### src/hw/rtl/lfs_pkg.sv
package lfs_pkg;

  // Field and register widths
  localparam int COIL_W     = 8;
  localparam int SETPOINT_W = 11;
  localparam int LIMIT_W    = 10;
  localparam int GAIN_W     = 16;
  localparam int CFG_DATA_W = 16;
  localparam int CFG_IDX_W  = 3;
  localparam int DUTY_W     = 8;
  localparam int MODE_W     = 3;
  localparam int ERR_W      = 24;
  localparam int ACC_W      = 32;
  localparam int ACC_FRAC   = 8;

  // Datapath widths
  localparam int RAW_W      = 12;                 // setpoint - (ab - cd), integer
  localparam int MIR_W      = 21;                 // mirrored error, Q.8
  localparam int MUL_A_W    = 28;
  localparam int MUL_B_W    = GAIN_W + 1;
  localparam int PROD_W     = MUL_A_W + MUL_B_W;
  localparam int SUM_W      = 44;
  localparam int SUM_HALF_W = SUM_W / 2;
  localparam int WIDE_W     = 62;
  localparam int DSUM_W     = 47;
  localparam int STEP_W     = 4;

  localparam logic [DUTY_W-1:0]        DUTY_LEFT_MAX   = 8'd105;
  localparam logic [DUTY_W-1:0]        DUTY_RIGHT_MAX  = 8'd131;
  localparam logic signed [ACC_W-1:0]  ACC_RESET       = 32'sd30208;  // 118.0 in Q24.8
  localparam logic [LIMIT_W-1:0]       LIMIT_RESET     = 10'd255;
  localparam logic [GAIN_W-1:0]        IKP_RESET       = 16'd28;
  localparam logic [GAIN_W-1:0]        KD_RESET        = 16'd2816;
  localparam logic [GAIN_W-1:0]        FOLD_GAIN_RESET = 16'd512;

  typedef enum logic [CFG_IDX_W-1:0] {
    CFG_SETPOINT    = 3'd0,
    CFG_LEFT_LIMIT  = 3'd1,
    CFG_RIGHT_LIMIT = 3'd2,
    CFG_INVERSE_KP  = 3'd3,
    CFG_KD_GAIN     = 3'd4,
    CFG_LOW_FOLD    = 3'd5,
    CFG_HIGH_FOLD   = 3'd6
  } cfg_idx_t;

  typedef enum logic [MODE_W-1:0] {
    MODE_TRACK       = 3'd0,
    MODE_LEFT_ENTRY  = 3'd1,
    MODE_RIGHT_ENTRY = 3'd2,
    MODE_LEFT_LOCK   = 3'd3,
    MODE_RIGHT_LOCK  = 3'd4
  } steer_mode_t;

  typedef enum logic [1:0] {
    TURN_NONE  = 2'd0,
    TURN_LEFT  = 2'd1,
    TURN_RIGHT = 2'd2
  } turn_t;

  // Microcode fields
  typedef enum logic [3:0] {
    OP_NOP,
    OP_LOAD_E,
    OP_FOLD,
    OP_DIFF1,
    OP_ADD_SUM,
    OP_LOAD_WIDE,
    OP_ADD_WIDE,
    OP_UPD_DACC,
    OP_EMIT
  } alu_op_t;

  typedef enum logic [1:0] {
    MA_FOLD_DIFF,
    MA_D2E,
    MA_SUM_LO,
    MA_SUM_HI
  } mul_a_sel_t;

  typedef enum logic [1:0] {
    MB_FOLD_GAIN,
    MB_KD,
    MB_IKP
  } mul_b_sel_t;

  typedef enum logic {
    JC_NONE,
    JC_NO_FOLD
  } jmp_cond_t;

  typedef struct packed {
    alu_op_t            op;
    mul_a_sel_t         ma;
    mul_b_sel_t         mb;
    jmp_cond_t          jc;
    logic [STEP_W-1:0]  target;
    logic               last;
  } ucode_t;

  // Program addresses
  localparam logic [STEP_W-1:0] STEP_LOAD = 4'd0;
  localparam logic [STEP_W-1:0] STEP_FMUL = 4'd1;
  localparam logic [STEP_W-1:0] STEP_FOLD = 4'd2;
  localparam logic [STEP_W-1:0] STEP_KD   = 4'd3;
  localparam logic [STEP_W-1:0] STEP_SUM  = 4'd4;
  localparam logic [STEP_W-1:0] STEP_MLO  = 4'd5;
  localparam logic [STEP_W-1:0] STEP_MHI  = 4'd6;
  localparam logic [STEP_W-1:0] STEP_ACC  = 4'd7;
  localparam logic [STEP_W-1:0] STEP_DACC = 4'd8;
  localparam logic [STEP_W-1:0] STEP_EMIT = 4'd9;

  function automatic ucode_t uc(input alu_op_t op, input mul_a_sel_t ma,
                                input mul_b_sel_t mb, input jmp_cond_t jc,
                                input logic [STEP_W-1:0] target, input logic last);
    ucode_t w;
    w.op     = op;
    w.ma     = ma;
    w.mb     = mb;
    w.jc     = jc;
    w.target = target;
    w.last   = last;
    return w;
  endfunction

  // Control store: one word per step, product register loads every step
  function automatic ucode_t ucode_rom(input logic [STEP_W-1:0] step);
    ucode_t w;
    unique case (step)
      STEP_LOAD: w = uc(OP_LOAD_E,    MA_FOLD_DIFF, MB_FOLD_GAIN, JC_NO_FOLD, STEP_KD,   1'b0);
      STEP_FMUL: w = uc(OP_NOP,       MA_FOLD_DIFF, MB_FOLD_GAIN, JC_NONE,    STEP_LOAD, 1'b0);
      STEP_FOLD: w = uc(OP_FOLD,      MA_D2E,       MB_KD,        JC_NONE,    STEP_LOAD, 1'b0);
      STEP_KD:   w = uc(OP_DIFF1,     MA_D2E,       MB_KD,        JC_NONE,    STEP_LOAD, 1'b0);
      STEP_SUM:  w = uc(OP_ADD_SUM,   MA_SUM_LO,    MB_IKP,       JC_NONE,    STEP_LOAD, 1'b0);
      STEP_MLO:  w = uc(OP_NOP,       MA_SUM_LO,    MB_IKP,       JC_NONE,    STEP_LOAD, 1'b0);
      STEP_MHI:  w = uc(OP_LOAD_WIDE, MA_SUM_HI,    MB_IKP,       JC_NONE,    STEP_LOAD, 1'b0);
      STEP_ACC:  w = uc(OP_ADD_WIDE,  MA_SUM_HI,    MB_IKP,       JC_NONE,    STEP_LOAD, 1'b0);
      STEP_DACC: w = uc(OP_UPD_DACC,  MA_SUM_HI,    MB_IKP,       JC_NONE,    STEP_LOAD, 1'b0);
      STEP_EMIT: w = uc(OP_EMIT,      MA_SUM_HI,    MB_IKP,       JC_NONE,    STEP_LOAD, 1'b1);
      default:   w = uc(OP_NOP,       MA_SUM_HI,    MB_IKP,       JC_NONE,    STEP_LOAD, 1'b1);
    endcase
    return w;
  endfunction

endpackage

### src/hw/rtl/lfs_if.sv
interface lfs_in_if;
  import lfs_pkg::*;

  logic              valid;
  logic              ready;
  logic [COIL_W-1:0] coil_a;
  logic [COIL_W-1:0] coil_b;
  logic [COIL_W-1:0] coil_c;
  logic [COIL_W-1:0] coil_d;
  logic              left_entry_flag;
  logic              right_entry_flag;

  modport source (output valid, coil_a, coil_b, coil_c, coil_d, left_entry_flag,
                  right_entry_flag, input ready);
  modport sink   (input valid, coil_a, coil_b, coil_c, coil_d, left_entry_flag,
                  right_entry_flag, output ready);
endinterface

interface lfs_out_if;
  import lfs_pkg::*;

  logic                    valid;
  logic                    ready;
  logic [DUTY_W-1:0]       servo_duty;
  logic [MODE_W-1:0]       steer_mode;
  logic signed [ERR_W-1:0] shaped_error;

  modport source (output valid, servo_duty, steer_mode, shaped_error, input ready);
  modport sink   (input valid, servo_duty, steer_mode, shaped_error, output ready);
endinterface

### src/hw/rtl/line_follow_steering_pd.sv
// Flow: each accepted input word runs the microcode program to a result word; when the error is
//   folded, the program runs two extra steps through the shared multiplier.
// Input: one word at a time, run by the microcode program driving the single 28x17 multiplier;
//   the next word is taken in the cycle the result issues, which waits until the previous result is taken.
// Reset: synchronous active-low rst_n clears the sequencer, output valid, loop state
//   (errors zero, accumulator 118.0, mode track) and loads the register defaults.
module line_follow_steering_pd (
  input  logic                             clk,
  input  logic                             rst_n,
  lfs_in_if.sink                           in_ch,
  lfs_out_if.source                        out_ch,
  input  logic                             cfg_we,
  input  logic [lfs_pkg::CFG_IDX_W-1:0]    cfg_index,
  input  logic [lfs_pkg::CFG_DATA_W-1:0]   cfg_data
);
  import lfs_pkg::*;

  localparam int INT_W = ACC_W - ACC_FRAC;
  localparam logic signed [INT_W-1:0] DUTY_LO_S = {{(INT_W-DUTY_W){1'b0}}, DUTY_LEFT_MAX};
  localparam logic signed [INT_W-1:0] DUTY_HI_S = {{(INT_W-DUTY_W){1'b0}}, DUTY_RIGHT_MAX};

  // ---------------------------------------------------------------------------
  // Configuration registers
  // ---------------------------------------------------------------------------
  logic signed [SETPOINT_W-1:0] setpoint_r;
  logic [LIMIT_W-1:0]           left_limit_r;
  logic [LIMIT_W-1:0]           right_limit_r;
  logic [GAIN_W-1:0]            inverse_kp_r;
  logic [GAIN_W-1:0]            kd_gain_r;
  logic [GAIN_W-1:0]            low_fold_gain_r;
  logic [GAIN_W-1:0]            high_fold_gain_r;

  always_ff @(posedge clk) begin
    if (!rst_n) begin
      setpoint_r       <= '0;
      left_limit_r     <= LIMIT_RESET;
      right_limit_r    <= LIMIT_RESET;
      inverse_kp_r     <= IKP_RESET;
      kd_gain_r        <= KD_RESET;
      low_fold_gain_r  <= FOLD_GAIN_RESET;
      high_fold_gain_r <= FOLD_GAIN_RESET;
    end else if (cfg_we) begin
      // Drop writes to unused indexes
      unique case (cfg_idx_t'(cfg_index))
        CFG_SETPOINT:    setpoint_r       <= cfg_data[SETPOINT_W-1:0];
        CFG_LEFT_LIMIT:  left_limit_r     <= cfg_data[LIMIT_W-1:0];
        CFG_RIGHT_LIMIT: right_limit_r    <= cfg_data[LIMIT_W-1:0];
        CFG_INVERSE_KP:  inverse_kp_r     <= cfg_data[GAIN_W-1:0];
        CFG_KD_GAIN:     kd_gain_r        <= cfg_data[GAIN_W-1:0];
        CFG_LOW_FOLD:    low_fold_gain_r  <= cfg_data[GAIN_W-1:0];
        CFG_HIGH_FOLD:   high_fold_gain_r <= cfg_data[GAIN_W-1:0];
        default: begin
        end
      endcase
    end
  end

  // ---------------------------------------------------------------------------
  // Sequencer: step counter over the control store
  // ---------------------------------------------------------------------------
  logic [STEP_W-1:0] step_r, step_nxt;
  logic              busy_r, busy_nxt;
  logic              out_valid_r, out_valid_nxt;
  ucode_t            ctrl;
  logic              out_busy;
  logic              finish;
  logic              accept;
  logic              fold_lo_c, fold_hi_c;

  assign ctrl     = ucode_rom(step_r);
  // Hold the last step while the previous result word is still waiting
  assign out_busy = out_valid_r && !out_ch.ready;
  assign finish   = busy_r && ctrl.last && !out_busy;
  // Take the next word in the same cycle the result issues
  assign in_ch.ready = !busy_r || finish;
  assign accept      = in_ch.valid && in_ch.ready;

  always_comb begin
    step_nxt = step_r;
    busy_nxt = busy_r;
    if (accept) begin
      step_nxt = STEP_LOAD;
      busy_nxt = 1'b1;
    end else if (finish) begin
      busy_nxt = 1'b0;
    end else if (busy_r && !ctrl.last) begin
      // Skip the fold steps when the error sits inside both half-limits
      if (ctrl.jc == JC_NO_FOLD && !fold_lo_c && !fold_hi_c) begin
        step_nxt = ctrl.target;
      end else begin
        step_nxt = step_r + 1'b1;
      end
    end
  end

  always_comb begin
    out_valid_nxt = out_valid_r;
    if (finish) begin
      out_valid_nxt = 1'b1;
    end else if (out_ch.ready) begin
      out_valid_nxt = 1'b0;
    end
  end

  // ---------------------------------------------------------------------------
  // Input word capture
  // ---------------------------------------------------------------------------
  logic [COIL_W-1:0] coil_a_r, coil_b_r, coil_c_r, coil_d_r;
  logic              lflag_r, rflag_r;

  always_ff @(posedge clk) begin
    if (accept) begin
      coil_a_r <= in_ch.coil_a;
      coil_b_r <= in_ch.coil_b;
      coil_c_r <= in_ch.coil_c;
      coil_d_r <= in_ch.coil_d;
      lflag_r  <= in_ch.left_entry_flag;
      rflag_r  <= in_ch.right_entry_flag;
    end
  end

  // ---------------------------------------------------------------------------
  // Loop state and datapath registers
  // ---------------------------------------------------------------------------
  logic signed [ERR_W-1:0]  prev_err_r, prev_prev_err_r;
  logic signed [ACC_W-1:0]  dacc_r, dacc_nxt;
  turn_t                    turn_r, turn_nxt;
  steer_mode_t              mode_reg_r, mode_c;

  logic signed [ERR_W-1:0]  err_r, err_nxt;
  logic                     fold_hi_r, fold_hi_nxt;
  logic signed [SUM_W-1:0]  sum_r, sum_nxt;
  logic signed [WIDE_W-1:0] wide_r, wide_nxt;
  logic signed [PROD_W-1:0] prod_r, prod_nxt;

  // Error formation and mirroring from the captured word
  logic [COIL_W:0]          ab_c, cd_c;
  logic signed [RAW_W-1:0]  raw_c;
  logic signed [MIR_W-1:0]  e_q_c, e_m_c;
  logic signed [MIR_W-1:0]  l2_c, r2_c, half_l_c, half_r_c;
  logic                     left_heavy_c;

  assign ab_c  = {1'b0, coil_a_r} + {1'b0, coil_b_r};
  assign cd_c  = {1'b0, coil_c_r} + {1'b0, coil_d_r};
  assign raw_c = {setpoint_r[SETPOINT_W-1], setpoint_r}
               - {{(RAW_W-COIL_W-1){1'b0}}, ab_c}
               + {{(RAW_W-COIL_W-1){1'b0}}, cd_c};
  assign e_q_c = {{(MIR_W-RAW_W-8){raw_c[RAW_W-1]}}, raw_c, 8'b0};

  assign l2_c     = {{(MIR_W-LIMIT_W-9){1'b0}}, left_limit_r, 9'b0};
  assign r2_c     = {{(MIR_W-LIMIT_W-9){1'b0}}, right_limit_r, 9'b0};
  assign half_l_c = {{(MIR_W-LIMIT_W-7){1'b0}}, left_limit_r, 7'b0};
  assign half_r_c = {{(MIR_W-LIMIT_W-7){1'b0}}, right_limit_r, 7'b0};
  assign left_heavy_c = ab_c > cd_c;

  always_comb begin
    e_m_c = e_q_c;
    if (left_heavy_c && mode_reg_r == MODE_LEFT_ENTRY) begin
      e_m_c = -l2_c - e_q_c;
    end else if (!left_heavy_c && mode_reg_r == MODE_RIGHT_ENTRY) begin
      e_m_c = r2_c - e_q_c;
    end
  end

  assign fold_lo_c = e_m_c < -half_l_c;
  assign fold_hi_c = e_m_c > half_r_c;

  // Shared multiplier operands
  logic signed [MUL_A_W-1:0] err_a_c, e1_a_c, e2_a_c, half_l_a_c, half_r_a_c;
  logic signed [MUL_A_W-1:0] mul_a_c;
  logic signed [MUL_B_W-1:0] mul_b_c;

  assign err_a_c    = {{(MUL_A_W-ERR_W){err_r[ERR_W-1]}}, err_r};
  assign e1_a_c     = {{(MUL_A_W-ERR_W){prev_err_r[ERR_W-1]}}, prev_err_r};
  assign e2_a_c     = {{(MUL_A_W-ERR_W){prev_prev_err_r[ERR_W-1]}}, prev_prev_err_r};
  assign half_l_a_c = {{(MUL_A_W-LIMIT_W-7){1'b0}}, left_limit_r, 7'b0};
  assign half_r_a_c = {{(MUL_A_W-LIMIT_W-7){1'b0}}, right_limit_r, 7'b0};

  always_comb begin
    unique case (ctrl.ma)
      MA_FOLD_DIFF: mul_a_c = fold_hi_r ? half_r_a_c - err_a_c : -half_l_a_c - err_a_c;
      MA_D2E:       mul_a_c = err_a_c - e1_a_c - e1_a_c + e2_a_c;
      // Low half of the PD sum goes in unsigned, high half signed
      MA_SUM_LO:    mul_a_c = {{(MUL_A_W-SUM_HALF_W){1'b0}}, sum_r[SUM_HALF_W-1:0]};
      MA_SUM_HI:    mul_a_c = {{(MUL_A_W-SUM_HALF_W){sum_r[SUM_W-1]}},
                               sum_r[SUM_W-1:SUM_HALF_W]};
      default:      mul_a_c = '0;
    endcase
  end

  always_comb begin
    unique case (ctrl.mb)
      MB_FOLD_GAIN: mul_b_c = {1'b0, fold_hi_r ? high_fold_gain_r : low_fold_gain_r};
      MB_KD:        mul_b_c = {1'b0, kd_gain_r};
      MB_IKP:       mul_b_c = {1'b0, inverse_kp_r};
      default:      mul_b_c = '0;
    endcase
  end

  assign prod_nxt = mul_a_c * mul_b_c;

  // Fold: half-limit plus floored gain product, then saturate to 24 bits
  logic signed [PROD_W-1:0] half_sel_c, fold_val_c;
  logic signed [ERR_W-1:0]  fold_sat_c;

  assign half_sel_c = fold_hi_r ? {{(PROD_W-LIMIT_W-7){1'b0}}, right_limit_r, 7'b0}
                                : -{{(PROD_W-LIMIT_W-7){1'b0}}, left_limit_r, 7'b0};
  assign fold_val_c = (prod_r >>> 8) + half_sel_c;

  always_comb begin
    if (&fold_val_c[PROD_W-1:ERR_W-1] || ~|fold_val_c[PROD_W-1:ERR_W-1]) begin
      fold_sat_c = fold_val_c[ERR_W-1:0];
    end else if (fold_val_c[PROD_W-1]) begin
      fold_sat_c = {1'b1, {(ERR_W-1){1'b0}}};
    end else begin
      fold_sat_c = {1'b0, {(ERR_W-1){1'b1}}};
    end
  end

  // PD pieces
  logic signed [SUM_W-1:0]  err_s_c, e1_s_c;
  logic signed [WIDE_W-1:0] prod_w_c;

  assign err_s_c  = {{(SUM_W-ERR_W){err_r[ERR_W-1]}}, err_r};
  assign e1_s_c   = {{(SUM_W-ERR_W){prev_err_r[ERR_W-1]}}, prev_err_r};
  assign prod_w_c = {{(WIDE_W-PROD_W){prod_r[PROD_W-1]}}, prod_r};

  // Accumulator update: floor the Q.24 product to Q.8, add, saturate to 32 bits
  logic signed [DSUM_W-1:0] dsum_c;
  logic signed [ACC_W-1:0]  dacc_sat_c;

  assign dsum_c = {{(DSUM_W-ACC_W){dacc_r[ACC_W-1]}}, dacc_r}
                + {wide_r[WIDE_W-1], wide_r[WIDE_W-1:16]};

  always_comb begin
    if (&dsum_c[DSUM_W-1:ACC_W-1] || ~|dsum_c[DSUM_W-1:ACC_W-1]) begin
      dacc_sat_c = dsum_c[ACC_W-1:0];
    end else if (dsum_c[DSUM_W-1]) begin
      dacc_sat_c = {1'b1, {(ACC_W-1){1'b0}}};
    end else begin
      dacc_sat_c = {1'b0, {(ACC_W-1){1'b1}}};
    end
  end

  // Step datapath
  always_comb begin
    err_nxt     = err_r;
    fold_hi_nxt = fold_hi_r;
    sum_nxt     = sum_r;
    wide_nxt    = wide_r;
    dacc_nxt    = dacc_r;
    if (busy_r) begin
      unique case (ctrl.op)
        OP_LOAD_E: begin
          err_nxt     = {{(ERR_W-MIR_W){e_m_c[MIR_W-1]}}, e_m_c};
          fold_hi_nxt = fold_hi_c;
        end
        OP_FOLD:      err_nxt  = fold_sat_c;
        OP_DIFF1:     sum_nxt  = (err_s_c - e1_s_c) <<< 8;
        OP_ADD_SUM:   sum_nxt  = sum_r + prod_r[SUM_W-1:0];
        OP_LOAD_WIDE: wide_nxt = prod_w_c;
        OP_ADD_WIDE:  wide_nxt = wide_r + (prod_w_c <<< SUM_HALF_W);
        OP_UPD_DACC:  dacc_nxt = dacc_sat_c;
        default: begin
        end
      endcase
    end
  end

  // ---------------------------------------------------------------------------
  // Duty clamp and mode rule
  // ---------------------------------------------------------------------------
  logic signed [INT_W-1:0] duty_int_c;
  logic [DUTY_W-1:0]       pd_duty_c, duty_c;

  assign duty_int_c = dacc_r[ACC_W-1:ACC_FRAC];

  always_comb begin
    if (duty_int_c < DUTY_LO_S) begin
      pd_duty_c = DUTY_LEFT_MAX;
    end else if (duty_int_c > DUTY_HI_S) begin
      pd_duty_c = DUTY_RIGHT_MAX;
    end else begin
      pd_duty_c = duty_int_c[DUTY_W-1:0];
    end
  end

  always_comb begin
    turn_nxt = turn_r;
    mode_c   = MODE_TRACK;
    duty_c   = pd_duty_c;
    if (coil_a_r != '0 && lflag_r) begin
      turn_nxt = TURN_LEFT;
      mode_c   = MODE_LEFT_ENTRY;
    end else if (coil_d_r != '0 && rflag_r) begin
      turn_nxt = TURN_RIGHT;
      mode_c   = MODE_RIGHT_ENTRY;
    end else if (turn_r == TURN_LEFT && coil_a_r == '0) begin
      // Lost the line inside a left curve: lock full left
      mode_c = MODE_LEFT_LOCK;
      duty_c = DUTY_LEFT_MAX;
    end else if (turn_r == TURN_RIGHT && coil_d_r == '0) begin
      mode_c = MODE_RIGHT_LOCK;
      duty_c = DUTY_RIGHT_MAX;
    end else begin
      turn_nxt = TURN_NONE;
    end
  end

  // ---------------------------------------------------------------------------
  // Registers
  // ---------------------------------------------------------------------------
  logic [DUTY_W-1:0]       duty_out_r;
  steer_mode_t             mode_out_r;
  logic signed [ERR_W-1:0] err_out_r;

  always_ff @(posedge clk) begin
    if (!rst_n) begin
      step_r          <= STEP_LOAD;
      busy_r          <= 1'b0;
      out_valid_r     <= 1'b0;
      prev_err_r      <= '0;
      prev_prev_err_r <= '0;
      dacc_r          <= ACC_RESET;
      turn_r          <= TURN_NONE;
      mode_reg_r      <= MODE_TRACK;
    end else begin
      step_r      <= step_nxt;
      busy_r      <= busy_nxt;
      out_valid_r <= out_valid_nxt;
      dacc_r      <= dacc_nxt;
      // Advance the loop state once the result word is issued
      if (finish) begin
        prev_prev_err_r <= prev_err_r;
        prev_err_r      <= err_r;
        turn_r          <= turn_nxt;
        mode_reg_r      <= mode_c;
      end
    end
  end

  always_ff @(posedge clk) begin
    err_r     <= err_nxt;
    fold_hi_r <= fold_hi_nxt;
    sum_r     <= sum_nxt;
    wide_r    <= wide_nxt;
    if (busy_r) begin
      prod_r <= prod_nxt;
    end
    if (finish) begin
      duty_out_r <= duty_c;
      mode_out_r <= mode_c;
      err_out_r  <= err_r;
    end
  end

  // Output register parts the result side from the sequencer
  assign out_ch.valid        = out_valid_r;
  assign out_ch.servo_duty   = duty_out_r;
  assign out_ch.steer_mode   = mode_out_r;
  assign out_ch.shaped_error = err_out_r;

endmodule

### src/flat_wrapper.sv
// flat-port wrapper written by rule: the top's interface ports become plain ports
module line_follow_steering_pd_flat import lfs_pkg::*;
  (clk, rst_n, cfg_we, cfg_index, cfg_data, in_ch_valid, in_ch_coil_a, in_ch_coil_b, in_ch_coil_c, in_ch_coil_d, in_ch_left_entry_flag, in_ch_right_entry_flag, in_ch_ready, out_ch_valid, out_ch_servo_duty, out_ch_steer_mode, out_ch_shaped_error, out_ch_ready);
  lfs_in_if in_ch_i ();
  lfs_out_if out_ch_i ();
  input  logic clk;
  input  logic rst_n;
  input  logic cfg_we;
  input  logic [lfs_pkg::CFG_IDX_W-1:0] cfg_index;
  input  logic [lfs_pkg::CFG_DATA_W-1:0] cfg_data;
  input wire logic [$bits(in_ch_i.valid)-1:0] in_ch_valid;
  input wire logic [$bits(in_ch_i.coil_a)-1:0] in_ch_coil_a;
  input wire logic [$bits(in_ch_i.coil_b)-1:0] in_ch_coil_b;
  input wire logic [$bits(in_ch_i.coil_c)-1:0] in_ch_coil_c;
  input wire logic [$bits(in_ch_i.coil_d)-1:0] in_ch_coil_d;
  input wire logic [$bits(in_ch_i.left_entry_flag)-1:0] in_ch_left_entry_flag;
  input wire logic [$bits(in_ch_i.right_entry_flag)-1:0] in_ch_right_entry_flag;
  output wire logic [$bits(in_ch_i.ready)-1:0] in_ch_ready;
  output wire logic [$bits(out_ch_i.valid)-1:0] out_ch_valid;
  output wire logic [$bits(out_ch_i.servo_duty)-1:0] out_ch_servo_duty;
  output wire logic [$bits(out_ch_i.steer_mode)-1:0] out_ch_steer_mode;
  output wire logic [$bits(out_ch_i.shaped_error)-1:0] out_ch_shaped_error;
  input wire logic [$bits(out_ch_i.ready)-1:0] out_ch_ready;
  assign in_ch_i.valid = in_ch_valid;
  assign in_ch_i.coil_a = in_ch_coil_a;
  assign in_ch_i.coil_b = in_ch_coil_b;
  assign in_ch_i.coil_c = in_ch_coil_c;
  assign in_ch_i.coil_d = in_ch_coil_d;
  assign in_ch_i.left_entry_flag = in_ch_left_entry_flag;
  assign in_ch_i.right_entry_flag = in_ch_right_entry_flag;
  assign in_ch_ready = in_ch_i.ready;
  assign out_ch_valid = out_ch_i.valid;
  assign out_ch_servo_duty = out_ch_i.servo_duty;
  assign out_ch_steer_mode = out_ch_i.steer_mode;
  assign out_ch_shaped_error = out_ch_i.shaped_error;
  assign out_ch_i.ready = out_ch_ready;
  line_follow_steering_pd u_core (.clk(clk), .rst_n(rst_n), .in_ch(in_ch_i), .out_ch(out_ch_i), .cfg_we(cfg_we), .cfg_index(cfg_index), .cfg_data(cfg_data));
endmodule
### config.mk
export PLATFORM = sky130hd
export DESIGN_NAME = line_follow_steering_pd_flat
export DESIGN_NICKNAME = d
export VERILOG_FILES = /design/src/hw/rtl/lfs_pkg.sv /design/src/hw/rtl/lfs_if.sv /design/src/hw/rtl/line_follow_steering_pd.sv /design/src/flat_wrapper.sv
export SDC_FILE = /design/constraint.sdc
export NUM_CORES = 2
export LEC_CHECK = 0
export ABC_CLOCK_PERIOD_IN_PS = 12600
export BUFFER_PORTS_ARGS = -buffer_cell sky130_fd_sc_hd__buf_2
export CAP_MARGIN = 20
export CORE_MARGIN = 10
export CORE_UTILIZATION = 40
export CTS_CLUSTER_SIZE = 40
export DETAILED_ROUTE_END_ITERATION = 16
export PLACE_DENSITY = 0.62
export SLEW_MARGIN = 5
export SYNTH_ARGS = -nofsm -noshare
export SYNTH_HDL_FRONTEND = slang
export SYNTH_SLANG_ARGS = --single-unit
### constraint.sdc
create_clock -name clk -period 12.6 [get_ports clk]
set_clock_uncertainty 0.15 [all_clocks]
set_input_delay 1.26 -clock clk [delete_from_list [all_inputs] [get_ports clk]]
set_output_delay 1.26 -clock clk [all_outputs]
set_load 0.005 [all_outputs]
After elaboration in Yosys (flattened, before gate mapping)
Memories as Yosys holds them, arrays and structs flattened. A register that Yosys moved wholly into a read port is not among the register bits.
Cells that the tools add are included.

operators by class
  $add $sub $neg = 21
  multipliers = 1
  order comparisons = 5
  equal/unequal tests = 24
  multiplexer cells = 35
  bitwise gates (word level) = 2
  reduce and logical (&&, ||, !) cells = 56

operators by type and width
  cell                                            number
  62-bit case mux with 2 select lines             1
  28-bit case mux with 4 select lines             1
  44-bit case mux with 2 select lines             1
  32-bit two-way mux                              2
  62-bit adder                                    1
  24-bit by 24-bit subtractor with 25-bit output  2
  24-bit two-way mux                              2
  8-bit two-way mux                               6
  16-bit case mux with 3 select lines             1
  24-bit case mux with 2 select lines             1
  32-bit by 46-bit adder with 47-bit output       1
  37-bit by 45-bit adder with 45-bit output       1
  28-bit by 17-bit multiplier with 45-bit output  1
  45-bit two-way mux                              1
  17-bit negation with 45-bit output              1
  44-bit adder                                    1
  21-bit two-way mux                              2
  28-bit by 24-bit adder with 28-bit output       1
  28-bit two-way mux                              1
  17-bit negation with 28-bit output              1
  28-bit by 24-bit subtractor with 28-bit output  1
  2-bit AND reduction                             13
  25-bit by 24-bit subtractor with 26-bit output  1
  18-bit by 24-bit subtractor with 25-bit output  1
  other kinds (42)                                99

word-level totals
  register bits = 431
  memory bits (read-only) = 192
  input port bits = 58
  output and inout bits = 37
  memories kept = 1

memories
  memory           words  width  rd ports  clocked after memory_dff  wr ports  line            source
  (no name shown)  16     12     1         1                         0         lfs_pkg.sv:128  unique case (step)

Longest topological paths before layout
  depth in word-level cells = 13
  depth in mapped cells = 51

Worst setup path after synthesis
No wires, ideal clock.

  path kind = register to register
  start = reg u_core.err_r[1]
  end = reg u_core.prod_r[43] (data pin)
  library setup time = 0.258 ns
  data arrival time = 10.687 ns
  data required time = 12.192 ns
  path slack = 1.506 ns
  stages on the path, launching flop included = 50
  buffers on the path = 0
  cell sequence = edfxtp_1 -> ha_1 -> nor2_1 -> ha_1 -> nor2b_1 -> o21ai_0 -> a21oi_1 -> o21a_1 -> a21oi_1 -> o2111ai_1 -> o211a_1 -> a41o_1 -> o41ai_1 -> nor2b_1 -> o21a_1 -> nor3_1 -> nor2_1 -> ha_1 -> [... 14 more ...] -> fa_1 -> fa_1 -> fa_1 -> inv_1 -> ha_1 -> a21o_1 -> a21oi_1 -> nor2b_1 -> o21ai_0 -> nand2b_1 -> a21oi_1 -> o21bai_1 -> or3_1 -> o211ai_1 -> nand3_1 -> a31o_2 -> a21oi_1 -> xnor2_1

on the way
  cells in the longest elaborated chain, start to end = 5

ends and longest elaborated chain
  item                                                line                            source
  from (decl)                                         line_follow_steering_pd.sv:130  logic signed [ERR_W-1:0] err_r, err_nxt;
  from (signal assigned)                              line_follow_steering_pd.sv:343  err_r <= err_nxt;
  24-bit by 24-bit subtractor with 25-bit output      line_follow_steering_pd.sv:182  MA_D2E: mul_a_c = err_a_c - e1_a_c - e1_a_c + e2_a_c;
  25-bit by 24-bit subtractor with 26-bit output      line_follow_steering_pd.sv:182
  28-bit by 24-bit adder with 28-bit output           line_follow_steering_pd.sv:182
  28-bit case mux with 4 select lines (*)             line_follow_steering_pd.sv:180  unique case (ctrl.ma)
  28-bit by 17-bit multiplier with 45-bit output (*)  line_follow_steering_pd.sv:200  assign prod_nxt = mul_a_c * mul_b_c;
  via u_core.prod_nxt[43]                             line_follow_steering_pd.sv:134  logic signed [PROD_W-1:0] prod_r, prod_nxt;
  to (signal assigned)                                line_follow_steering_pd.sv:348  prod_r <= prod_nxt;
  to (decl)                                           line_follow_steering_pd.sv:134

The timed path passes the listed nets; every way through them passes the cells marked *.
A chain may end at the register's enable or synchronous reset.

Final worst setup path
  start = reg u_core.err_r[0]
  end = reg u_core.prod_r[43] (data pin)

The elaborated chain is that of the path after synthesis.

==> results.py <==
metrics = {
    "route": {
        "viasPerCell": 5.56,
        "drc_errors": 0,
        "drtAntennaViolNets": 0,
        "drt_iter0_drc": 3400,
        "vias": 41700,
        "routed_wl_um": 157000,
        "dr.pass1.iters": 6,
        "wl_per_cell_um": 20.9,
    },
    "global_routing": {
        "grt_pass1_wl_um": 240000,
        "grt_start_max_net_pins": 93,
        "grtUsageTotal": 0.217,
        "grt_pass1_vias": 40100,
        "antenna_found_initial": 7,
        "gr-total-overflow": 0,
    },
    "worst_setup_path": {
        "worstSetupStartpoint": "u_core.err_r[0]",
        "r2r_slack_ns": 0.64,
        "cpPeakStageDelay_ns": 0.54,
        "cpMaxStageDelayCell": "fa_1",
        "worstSetupPathType": "register to register",
        "worst-r2r-cell-count": 47,
        "crit_arrival_ns": 12.20,
        "path_common_cell": "a21oi_1",
        "reg2reg_from": "u_core.err_r[0]",
        "end_kind": "register",
        "critPathMaxFanout": 9,
        "reg2reg_to": "u_core.prod_r[43]",
        "cp-endpoint": "u_core.prod_r[43]",
        "worstPathRequired_ns": 12.84,
        "critPathLaunchType": "register",
    },
    "logic_synthesis": {
        "ys.flop_type": "edfxtp_1",
        "synthCells": 5788,
        "synth_area_sq_um": 50000,
        "ys_seq_area_frac": 0.216,
        "ys_types": 84,
        "synth_edf_count": 229,
        "synth.avg_cell_area_sq_um": 8.64,
        "syn_nets": 6801,
        "synth-async-reset-ratio": 0,
        "synth_warnings": 0,
        "ys_ff_latch": 424,
    },
    "final_layout": {
        "final_nets": 6827,
        "syn_to_final_growth_pct": 8.59,
        "drive_above_1_share": 0.0609,
        "post-route-util": 0.438,
        "final_cells": 7496,
    },
    "floorplanning": {
        "num_rows": 129,
        "fp.dieH_um": 374,
        "core_sq_um": 124000,
        "die_w_um": 374,
        "io_pins": 95,
        "die_area_sq_um": 140000,
        "initial_utilization": 0.403,
    },
    "pwr": {
        "power-per-cell-area_nw_per_um2": 203,
        "vdd_drop_max_mv": 0.134,
        "leakage_uw": 0.0239,
        "p_total_uw": 11000,
    },
    "timing": {
        "setup_viol": 0,
        "max_freq_mhz": 83.6,
        "slew_headroom": 0.243,
        "hold_viol": 0,
        "finalMaxSlewViolations": 0,
        "hold_ws_ns": 0.315,
        "timing.final.crit_share": 0.949,
        "fin_crit_ns": 11.96,
        "tightest_slew_ns": 1.13,
    },
    "clocking": {
        "cts_setup_buffers": 0,
        "clk_pin_slew_ns": 0.06,
        "cts_buffer_depth": 3,
        "numCtsBuffers": 53,
        "h-tree-depth": 2,
        "cts_tree": "built",
        "cts-root-buf": "clkbuf_16",
        "cts_num_sinks": 424,
        "insertion_delay_ns": 0.66,
    },
    "placement": {
        "io_buffer_count": 94,
        "placedCellCount": 7393,
        "place.gp.congestion": 0.942,
        "place_hpwl_um": 124000,
    },
    "min_path": {
        "hp-class": "register to register",
    },
    "run": {
        "maxCapViolations": 0,
    },
    "status": {
        "outcome": "finished clean",
    },
}
## what timing repair did
| action | 4_1_cts | 5_1_grt |
|---|---|---|
| hold buffers | 0 | 0 |
| gates resized for setup | 0 | 5 |
| endpoints found under the setup margin | 0 | 5 |
## where the power goes
group | switching [uW] | internal, uW
logic | 4510 | 2820
registers | 314 | 1730
clock network | 665 | 995
## cells in the final DEF (no fill, tap or decap), types with 49 or more instances in the layout
cell type  instances
a211oi_1          49
a21o_1           124
nand2_1          818
dfxtp_1          192
fa_1             445
nor2b_1           84
clkbuf_16         54
edfxtp_1         229
nand2b_1          65
nor3_1            84
xnor2_1          192
buf_2             93
buf_4             63
o21ai_0          237
nand3_1           94
ha_1             510
o21a_1            88
xor2_1           127
o21bai_1          49
a21boi_0         134
a21oi_1          339
inv_1            717
and2_1           102
nor2_1           364
## cell type report
class	count	area [sq um]
fillers	12200	69700
diodes	1	2.50
flip-flops and latches	424	10800
repair buffers	159	990
clock buffers	68	1440
multi-input cells	4457	35900
well taps	1637	2050
inverters	719	2700
clock inverters	31	420
## sequential cells by signal (all words and copies together), names as in the netlist, 9 cells and up
name                        flops
u_core.wide_r                  46
u_core.prod_r                  45
u_core.sum_r                   44
u_core.dacc_r                  32
u_core.err_r                   24
u_core.out_ch.shaped_error     24
u_core.prev_err_r              24
u_core.prev_prev_err_r         24
u_core.high_fold_gain_r        16
u_core.inverse_kp_r            16
u_core.kd_gain_r               16
u_core.low_fold_gain_r         16
u_core.setpoint_r              11
u_core.left_limit_r            10
u_core.right_limit_r           10
u_core.ctrl                     9
## worst min-delay path by stage
stage,to,slack (ns),depth (start not counted),from
final,u_core.low_fold_gain_r[11],0.32,2,u_core.low_fold_gain_r[11]
after global routing,u_core.inverse_kp_r[9],0.33,2,u_core.inverse_kp_r[9]
after CTS,u_core.low_fold_gain_r[3],0.32,2,u_core.low_fold_gain_r[3]
after detailed placement,u_core.low_fold_gain_r[9],0.30,2,u_core.low_fold_gain_r[9]
after global placement,u_core.low_fold_gain_r[9],0.30,2,u_core.low_fold_gain_r[9]
after floorplan,u_core.low_fold_gain_r[9],0.29,2,u_core.low_fold_gain_r[9]
## synthesized netlist by cell type, types with 8 or more instances
library cell,instances,area [sq um]
a21boi_0,135,1010
nor3_1,89,445
buf_1,20,75.1
clkbuf_1,162,608
nand4_1,30,188
mux2i_1,30,300
a21o_1,124,931
o31ai_1,25,188
nand3_1,95,475
a211o_1,14,123
a31o_2,12,105
a31oi_1,36,225
mux4_2,14,315
o31a_1,10,87.6
a41oi_1,12,105
a211oi_1,49,368
or2_2,17,106
nor4_1,17,106
a21oi_1,339,1700
and2_1,102,638
o211ai_1,46,345
nand3b_1,8,60.1
dfxtp_1,195,3900
fa_1,445,8910
o21a_1,88,661
o21bai_1,49,368
ha_1,510,6380
mux2_2,13,146
a311oi_2,17,255
xnor2_1,192,1680
xor2_1,127,1110
o21ai_1,22,110
and3_1,39,244
or3_1,25,156
nand2b_1,65,407
edfxtp_1,229,6880
nor2b_1,84,526
o21ai_0,243,1220
nor2_1,365,1370
and4_1,9,78.8
o22ai_1,16,100
nand2_1,818,3070
inv_1,717,2690
a22oi_1,9,67.6
## stage by stage
stage	worst slack (ns)	instance area (sq um)	TNS, ns
floorplan	1.51	50000	0
global placement	0.654	52300	0
detailed placement	0.663	52400	0
CTS	0.568	54200	0
global route	-0.0180	54300	-0.0180
finish	0.642	54300	0
## layer usage
layer | track usage | up-vias | routed length [um]
li1 | - | 19800 | -
met1 | 0.300 | 20300 | 69900
met2 | 0.340 | 1400 | 69000
met3 | 0.0317 | 286 | 11000
met4 | 0.0835 | 2 | 6650
met5 | 0 | - | 13
## cells by family after synthesis
kind of cell | share of synthesized area
AOI/OAI and AO/OA | 0.176
xor gates and xnor gates | 0.0559
adders and majority gates | 0.306
buffers and inverters | 0.0685
DFF | 0.216
muxes | 0.0157
and+or+nand+nor | 0.163
## worst max-delay path, delay by kind of cell, from the launching register on
family | cells | cell delay, ns
DFF | 1 | 0.43
buffers and inverters | 6 | 0.55
AOI/OAI and AO/OA | 21 | 4.69
adders and majority gates | 9 | 3.93
and+or+nand+nor | 8 | 1.51
xor gates and xnor gates | 3 | 0.39
Note: power is estimated with default switching activity, not from simulation.
